### src/rtl/mlp_pkg.sv
// ----------------------------------------------------------------------------
// mlp_pkg
// Types and constants shared by the multicategory linear predictor modules.
// ----------------------------------------------------------------------------
package mlp_pkg;

    localparam int TAG_W = 6;

    typedef struct packed {
        logic               cmd;
        logic        [7:0]  coef_index;
        logic signed [31:0] value;
    } t_in_item;

    typedef struct packed {
        logic        [2:0]  category;
        logic signed [63:0] dot_value;
        logic               last_of_column;
    } t_out_item;

    typedef struct packed {
        logic               valid;
        logic [TAG_W-1:0]   tag;
        logic signed [63:0] prod;
    } t_token;

    typedef struct packed {
        logic shift;
        logic clear;
    } t_chain_ctl;

    typedef enum logic [2:0] {
        S_IDLE,
        S_WR,
        S_MAC,
        S_WAIT,
        S_DRAIN
    } t_state;

    typedef enum logic [1:0] {
        REG_NUM_COV     = 2'd0,
        REG_NUM_CAT     = 2'd1,
        REG_COEF_OFFSET = 2'd2,
        REG_SPARE       = 2'd3
    } t_reg_index;

    localparam logic CMD_WRITE = 1'b0;
    localparam logic CMD_FEED  = 1'b1;

endpackage

### src/rtl/mlp_cell.sv
// ----------------------------------------------------------------------------
// mlp_cell
// One category accumulator: adds the passing product when the tag matches,
// hands the token on, and shifts its sum toward the head on readout.
// ----------------------------------------------------------------------------
module mlp_cell
    import mlp_pkg::*;
#(
    parameter int IDX = 0
) (
    input  logic               i_clk,
    input  logic               i_rst_n,
    input  t_chain_ctl         i_ctl,
    input  t_token             i_token,
    input  logic signed [63:0] i_acc_next,
    output t_token             o_token,
    output logic signed [63:0] o_acc
);

    t_token             r_token;
    logic signed [63:0] r_acc;
    logic signed [63:0] w_sum;
    logic signed [63:0] w_sat;

    assign w_sum = r_acc + i_token.prod;

    always_comb begin
        w_sat = w_sum;
        if ((r_acc[63] == i_token.prod[63]) && (w_sum[63] != r_acc[63])) begin
            w_sat = r_acc[63] ? {1'b1, 63'd0} : {1'b0, {63{1'b1}}};
        end
    end

    always_ff @(posedge i_clk) begin
        r_token.tag  <= i_token.tag;
        r_token.prod <= i_token.prod;
        if (!i_rst_n) begin
            r_token.valid <= 1'b0;
            r_acc         <= '0;
        end else begin
            r_token.valid <= i_token.valid;
            if (i_ctl.clear) begin
                r_acc <= '0;
            end else if (i_ctl.shift) begin
                r_acc <= i_acc_next;
            end else if (i_token.valid && (i_token.tag == TAG_W'(IDX))) begin
                r_acc <= w_sat;
            end
        end
    end

    assign o_token = r_token;
    assign o_acc   = r_acc;

endmodule

### src/rtl/mlp_chain.sv
// ----------------------------------------------------------------------------
// mlp_chain
// Row of category cells. Products travel from the head outward; sums shift
// back toward the head when a column is read out.
// ----------------------------------------------------------------------------
module mlp_chain
    import mlp_pkg::*;
#(
    parameter int MAX_CAT = 8
) (
    input  logic               i_clk,
    input  logic               i_rst_n,
    input  t_chain_ctl         i_ctl,
    input  t_token             i_token,
    output logic signed [63:0] o_head_acc,
    output logic               o_busy
);

    t_token             w_tok_out [MAX_CAT];
    logic signed [63:0] w_acc     [MAX_CAT];
    logic [MAX_CAT-1:0] w_tok_v;

    for (genvar k = 0; k < MAX_CAT; k++) begin : g_cell
        t_token             w_tin;
        logic signed [63:0] w_anext;

        if (k == 0) begin : g_head
            assign w_tin = i_token;
        end else begin : g_body
            assign w_tin = w_tok_out[k-1];
        end

        if (k == MAX_CAT - 1) begin : g_tail
            assign w_anext = '0;
        end else begin : g_inner
            assign w_anext = w_acc[k+1];
        end

        mlp_cell #(
            .IDX(k)
        ) u_cell (
            .i_clk      (i_clk),
            .i_rst_n    (i_rst_n),
            .i_ctl      (i_ctl),
            .i_token    (w_tin),
            .i_acc_next (w_anext),
            .o_token    (w_tok_out[k]),
            .o_acc      (w_acc[k])
        );

        assign w_tok_v[k] = w_tok_out[k].valid;
    end

    assign o_head_acc = w_acc[0];
    assign o_busy     = |w_tok_v;

endmodule

### config.mk
export PLATFORM = sky130hd
export DESIGN_NAME = mlp_chain
export DESIGN_NICKNAME = d
export VERILOG_FILES = /design/src/rtl/mlp_pkg.sv /design/src/rtl/mlp_cell.sv /design/src/rtl/mlp_chain.sv
export SDC_FILE = /design/constraint.sdc
export NUM_CORES = 2
export LEC_CHECK = 0
export BUFFER_PORTS_ARGS = -buffer_cell sky130_fd_sc_hd__buf_2
export CORE_AREA = 2 2 358 502
export CTS_BUF_LIST = sky130_fd_sc_hd__clkbuf_8
export CTS_CLUSTER_SIZE = 25
export DETAILED_ROUTE_END_ITERATION = 12
export DIE_AREA = 0 0 360 504
export PLACE_DENSITY_LB_ADDON = 0.25
export SYNTH_ARGS = -nofsm -noshare
export SYNTH_HDL_FRONTEND = slang
export SYNTH_SLANG_ARGS = --single-unit
### constraint.sdc
create_clock -name i_clk -period 5.03 [get_ports i_clk]
set_input_delay 1.006 -clock i_clk [delete_from_list [all_inputs] [get_ports i_clk]]
set_output_delay 1.006 -clock i_clk [all_outputs]
set_load 0.005 [all_outputs]
* Word-level counts from Yosys, hierarchy flattened *
Index checks and enable logic that the tools add are counted.
W data, S select, Z words.

storage, ports and cells
  bits in registers = 1010
  input bits = 75
  output and inout bits = 65
  word-level logic and storage cells = 119

operators by class
  add/sub/neg operators = 8
  eq/ne operators = 23
  multiplexer cells = 30
  bitwise gates (word level) = 1
  reduce and logical (&&, ||, !) cells = 27

operators with widths
  operator              count
  $mux W64              30
  $add A64 B64 Y64      8
  $eq A6 B3 Y1 const B  4
  $logic_and A1 B1 Y1   16
  $reduce_bool A2 Y1    7
  $eq A6 B2 Y1 const B  2
  $eq A1 B1 Y1          8
  $ne A1 B1 Y1          8
  $reduce_or A8 Y1      1
  $eq A6 B1 Y1 const B  1
  $logic_not A6 Y1      1
  $reduce_or A3 Y1      1
  $reduce_or A2 Y1      1
  $not A1 Y1            1

* Longest topological paths before layout *
  depth in word-level cells = 6
  gate-level depth with buffers = 17
  gate-level depth less buffers = 15

* By module *
Synthesis repeated with hierarchy kept, for this count alone.

unflattened totals
  cell total of the unflattened synthesis = 8348
  area, all modules = 67143.1 um^2

modules (own cells, without submodules)
  module                           instances  cells each  area an instance (um^2)  seq. area each (um^2)
  mlp_cell (g_cell[5].u_cell ...)  2          1018        8393.0                   2702.6
  mlp_cell (g_cell[1].u_cell ...)  2          1064        8380.5                   2702.6
  mlp_cell (g_cell[0].u_cell)      1          1066        8434.3                   2702.6
  mlp_cell (g_cell[7].u_cell)      1          1016        8431.8                   2702.6
  mlp_cell (g_cell[3].u_cell)      1          1016        8426.8                   2702.6
  mlp_cell (g_cell[4].u_cell)      1          1082        8282.9                   2702.6
  mlp_chain                        1          4           20.0                     0.0

* Worst setup path before layout *
Ideal clock, no wire load.

  path type = input-to-reg
  start point = in i_token[12] (netlist bit)
  end point = reg g_cell[0].u_cell.r_acc[17]
  library setup time = 0.070 ns
  arrival time = 3.926 ns
  required time = 4.960 ns
  path slack = 1.034 ns
  stages on the path = 15
  cell sequence = ha_1 a21o_1 a21o_1 a221o_1 or2_4 a211oi_4 o31ai_2 a21oi_2 nor3_2 a31oi_1 buf_4 buf_6 a21oi_1 or3_1 a21oi_1

between the ends
  word-level cells in the longest chain between the ends = 6

RTL lines
  item                    line             RTL
  start: declaration      mlp_chain.sv:14  input t_token i_token,
  $add A64 B64 Y64 (*)    mlp_cell.sv:25   assign w_sum = r_acc + i_token.prod;
  $ne A1 B1 Y1            mlp_cell.sv:29   if ((r_acc[63] == i_token.prod[63]) && (w_sum[63] != r_acc[63])) begin
  $logic_and A1 B1 Y1     mlp_cell.sv:29
  $mux W64 (*)            mlp_cell.sv:29
  $mux W64 (*)            mlp_cell.sv:46   end else if (i_token.valid && (i_token.tag == TAG_W'(IDX))) begin
  $mux W64 (*)            mlp_cell.sv:44   end else if (i_ctl.shift) begin
  end signal: assignment  mlp_cell.sv:45   r_acc <= i_acc_next;
  end signal: assignment  mlp_cell.sv:47   r_acc <= w_sat;
  end: declaration        mlp_cell.sv:21   logic signed [63:0] r_acc;

Mark *: on every way between the ends. The rest lies on a longest branch, timed or not. The select of a mux whose other input is x is not followed.
A chain may end at the register's enable or synchronous reset.

* Worst setup path in the final report *
  start point = reg g_cell[3].u_cell.r_token, in the netlist g_cell[3].u_cell.o_token[5]
  end point = reg g_cell[4].u_cell.r_acc[1]

between the ends
  word-level cells in the longest chain between the ends = 6

RTL lines
  item                    line            RTL
  start: declaration      mlp_cell.sv:20  t_token r_token;
  $add A64 B64 Y64        mlp_cell.sv:25
  $ne A1 B1 Y1            mlp_cell.sv:29
  $logic_and A1 B1 Y1     mlp_cell.sv:29
  $mux W64                mlp_cell.sv:29
  $mux W64                mlp_cell.sv:46
  $mux W64                mlp_cell.sv:44
  end signal: assignment  mlp_cell.sv:45
  end signal: assignment  mlp_cell.sv:47
  end: declaration        mlp_cell.sv:21

Every way passes these cells. The select of a mux whose other input is x is not followed.

==> results.ini <==
[status]
outcome=complete, no violations

[final_layout]
fin_util=0.387
multi_input_area_um2=39100
final_area_um2=68500
area_growth_pct=10.9
ff_latch_area_um2=20200
layout.cells.non_filler=10200
layout-drive-gt1-share=0.0805
final_common_cell=a21oi_1
layout_common_cells=a21oi_1 (1111), dfxtp_1 (1010), o21ai_0 (781)
fillCellCount=18200
fin_nets=8323

[place]
placed_area_um2=64800
placedCellCount=9883
io_buffers=139
gp_congestion=0.933
dp_hpwl_um=156000

[drt]
vias=57000
detail_route.wl_per_cell_um=20.2
dr.pass1.iters=5
drc=0
drt_iter0_drc=3138
routed_via_density=5.60
final_antenna_net_count=0
wl_um=206000

[floorplanning]
dieArea_um2=181000
core_um2=177000
num_io_pins=140
initial_core_util=0.349
die_w_um=360
rows=183
die_h_um=504

[setup_path]
max_stage_delay_ns=1.01
start_kind=flip-flop
path_delay_family=compound AO/OA/AOI/OAI gates
worstPathCellList=ha_1 > and4_1 > a21oi_1 > nor4b_1 > a21oi_1 > o211ai_1 > a21oi_1 > or2_1 > a21o_1 > a211oi_2 > buf_4 > a21boi_0 > o2bb2ai_1 > o311a_1
crit_type=reg2reg
cp_num_buf_inv=1
cp_data_arrival_time_ns=5.52
crit_top_cell=a21oi_1
end_kind=flip-flop
cp_slowest_cell=a211oi_2
critPathMaxFanout=8
worstPathRequired_ns=5.80

[sta]
finalSetupViolCount=0
fmax_mhz=210
timing.setup.tns_ns=0
hold_viol=0
rsz0062_at_grt=no
finalCritPeriodShare=0.945
slew_viol_final=0
period_needed_ns=4.75
worst_slew_pin_slew_ns=1.22
relSlewSlack=0.183
clock_skew_ns=0.0340

[clock_tree]
cts_tree=yes
cts_hold_buf=0
cts_buffer_depth=3
h-tree-depth=4
clk_pin_slew_ns=0.07
clock-sinks=1010
cts-resized-gates=0
cts_made_buffers=163
cts_setup_buffers=0
worstSkewPairLatency_ns=0.89
clockRootBuffer=clkbuf_8

[synthesis]
synth_enable_flop_cells=0
syn_inst=7798
synth_nets=8385
avgSynthCellArea_um2=7.92
ys.flop_type=dfxtp_1
synth_cell_types=100
netlist_area_um2=61700
synth-seq-cells=1010
seq_area_frac_synth=0.328
async_flop_share=0
ys_warn_count=0

[grt]
grt_max_degree=181
antenna_found_initial=2
globalRouteOverflowTotal=0
track_usage=0.218
grt_pass1_wl_um=320000
grt_pass1_vias=57200

[pwr]
ir_worst_vdd_mv=0.251
p_per_area_nw_per_um2=280
power_leakage_nw=28.8

[hold_path]
hold_path_class=in2reg

[flow_run]
cap_violations=0

-- per-stage QoR --
step	setup slack, ns	total power [mW]	hold slack (ns)
4_1_cts	0.391	19.4	0.140
6_report	0.277	19.2	0.244
2_1_floorplan	1.03	10.5	0.323
3_3_place_gp	0.0883	11.2	0.331
3_5_place_dp	0.112	11.2	0.331
5_1_grt	0.171	20.0	0.181
-- worst paths after layout --
kind | slack, ns | cells past startpoint | endpoint | startpoint
min reg2reg | 0.34 | 0 | g_cell[6].u_cell.o_token[69]$_DFF_P_ | g_cell[5].u_cell.o_token[69]$_DFF_P_
max | 0.28 | 14 | g_cell[4].u_cell.o_acc[1]$_SDFFE_PP0P_ | g_cell[3].u_cell.o_token[5]$_DFF_P_
max reg2reg | 0.28 | 14 | g_cell[4].u_cell.o_acc[1]$_SDFFE_PP0P_ | g_cell[3].u_cell.o_token[5]$_DFF_P_
min | 0.24 | 1 | g_cell[0].u_cell.o_token[38]$_DFF_P_ | i_token[38]
-- metal layers --
layer,vias to the layer above,routed length (um),global-route usage
li1,28500,-,-
met1,26500,85900,0.252
met2,1487,101000,0.391
met3,507,7020,0.0222
met4,0,11800,0.121
met5,-,0,0
-- state kept, by name (all words and copies together), names as in the netlist --
signal / flops
g_cell.u_cell.o_token: 498
g_cell.u_cell.o_acc: 512
-- report_power, final --
| part | leakage [nW] | switching [mW] | internal (mW) |
|---|---|---|---|
| clock network | 1.99 | 3.66 | 4.39 |
| registers | 8.36 | 0.270 | 8.31 |
| logic | 18.5 | 1.58 | 0.947 |
| total | 28.8 | 5.50 | 13.7 |
-- kinds of logic (layout without fill, tap and decap cells) --
group,count (synthesis),count (layout),synth area share
flip-flops,1010,1010,0.328
adder cells (fa/ha/maj),512,512,0.105
buffers and inverters,660,730,0.0416
AND/OR/NAND/NOR,2094,2094,0.161
XOR/XNOR,448,448,0.0636
other,0,2,0
AO/OA/AOI/OAI,3066,3066,0.300
multiplexers,8,8,0.00138
-- Yosys cell counts, types with 15 or more instances --
| master | number | area, um^2 |
|---|---|---|
| xor2_1 | 176 | 1540 |
| nor2_1 | 599 | 2250 |
| buf_1 | 16 | 60.1 |
| dfxtp_1 | 1010 | 20200 |
| o211ai_1 | 40 | 300 |
| nand2b_1 | 55 | 344 |
| o21a_1 | 55 | 413 |
| nand3_1 | 129 | 646 |
| clkbuf_1 | 427 | 1600 |
| o2111ai_1 | 15 | 131 |
| inv_1 | 153 | 574 |
| nand4_1 | 146 | 913 |
| a21oi_1 | 1111 | 5560 |
| or3_1 | 78 | 488 |
| ha_1 | 504 | 6310 |
| o21ai_1 | 27 | 135 |
| or2_2 | 17 | 106 |
| buf_2 | 57 | 285 |
| nor2b_1 | 62 | 388 |
| a21o_1 | 299 | 2240 |
| nor3_1 | 283 | 1420 |
| nand2_1 | 518 | 1940 |
| a211oi_1 | 277 | 2080 |
| a21boi_0 | 22 | 165 |
| o31ai_1 | 28 | 210 |
| a41oi_1 | 16 | 140 |
| o21bai_1 | 104 | 781 |
| nor4_1 | 22 | 138 |
| a31oi_1 | 82 | 513 |
| a221oi_1 | 22 | 193 |
| and3_1 | 52 | 325 |
| o22ai_1 | 20 | 125 |
| xnor2_1 | 272 | 2380 |
| o21ai_0 | 781 | 3910 |
| and2_1 | 51 | 319 |
-- worst register-to-register path, stage by stage, from the launching register on --
cell and delay [ns]:
dfxtp_1 0.32, ha_1 0.35, and4_1 0.26, a21oi_1 0.14
nor4b_1 0.37, a21oi_1 0.26, o211ai_1 0.42, a21oi_1 0.25
or2_1 0.33, a21o_1 0.27, a211oi_2 1.01, buf_4 0.25
a21boi_0 0.18, o2bb2ai_1 0.09, o311a_1 0.14
-- area by class of cell --
cell class | count | share of cell area
diodes | 2 | 0.0000731
repair buffers | 280 | 0.0300
clock buffers | 195 | 0.0392
inverters | 153 | 0.00850
well taps | 2312 | 0.0422
multi-input cells | 6128 | 0.571
flip-flops and latches | 1010 | 0.295
clock inverters | 102 | 0.0140
Note: power is estimated with default switching activity, not from simulation.
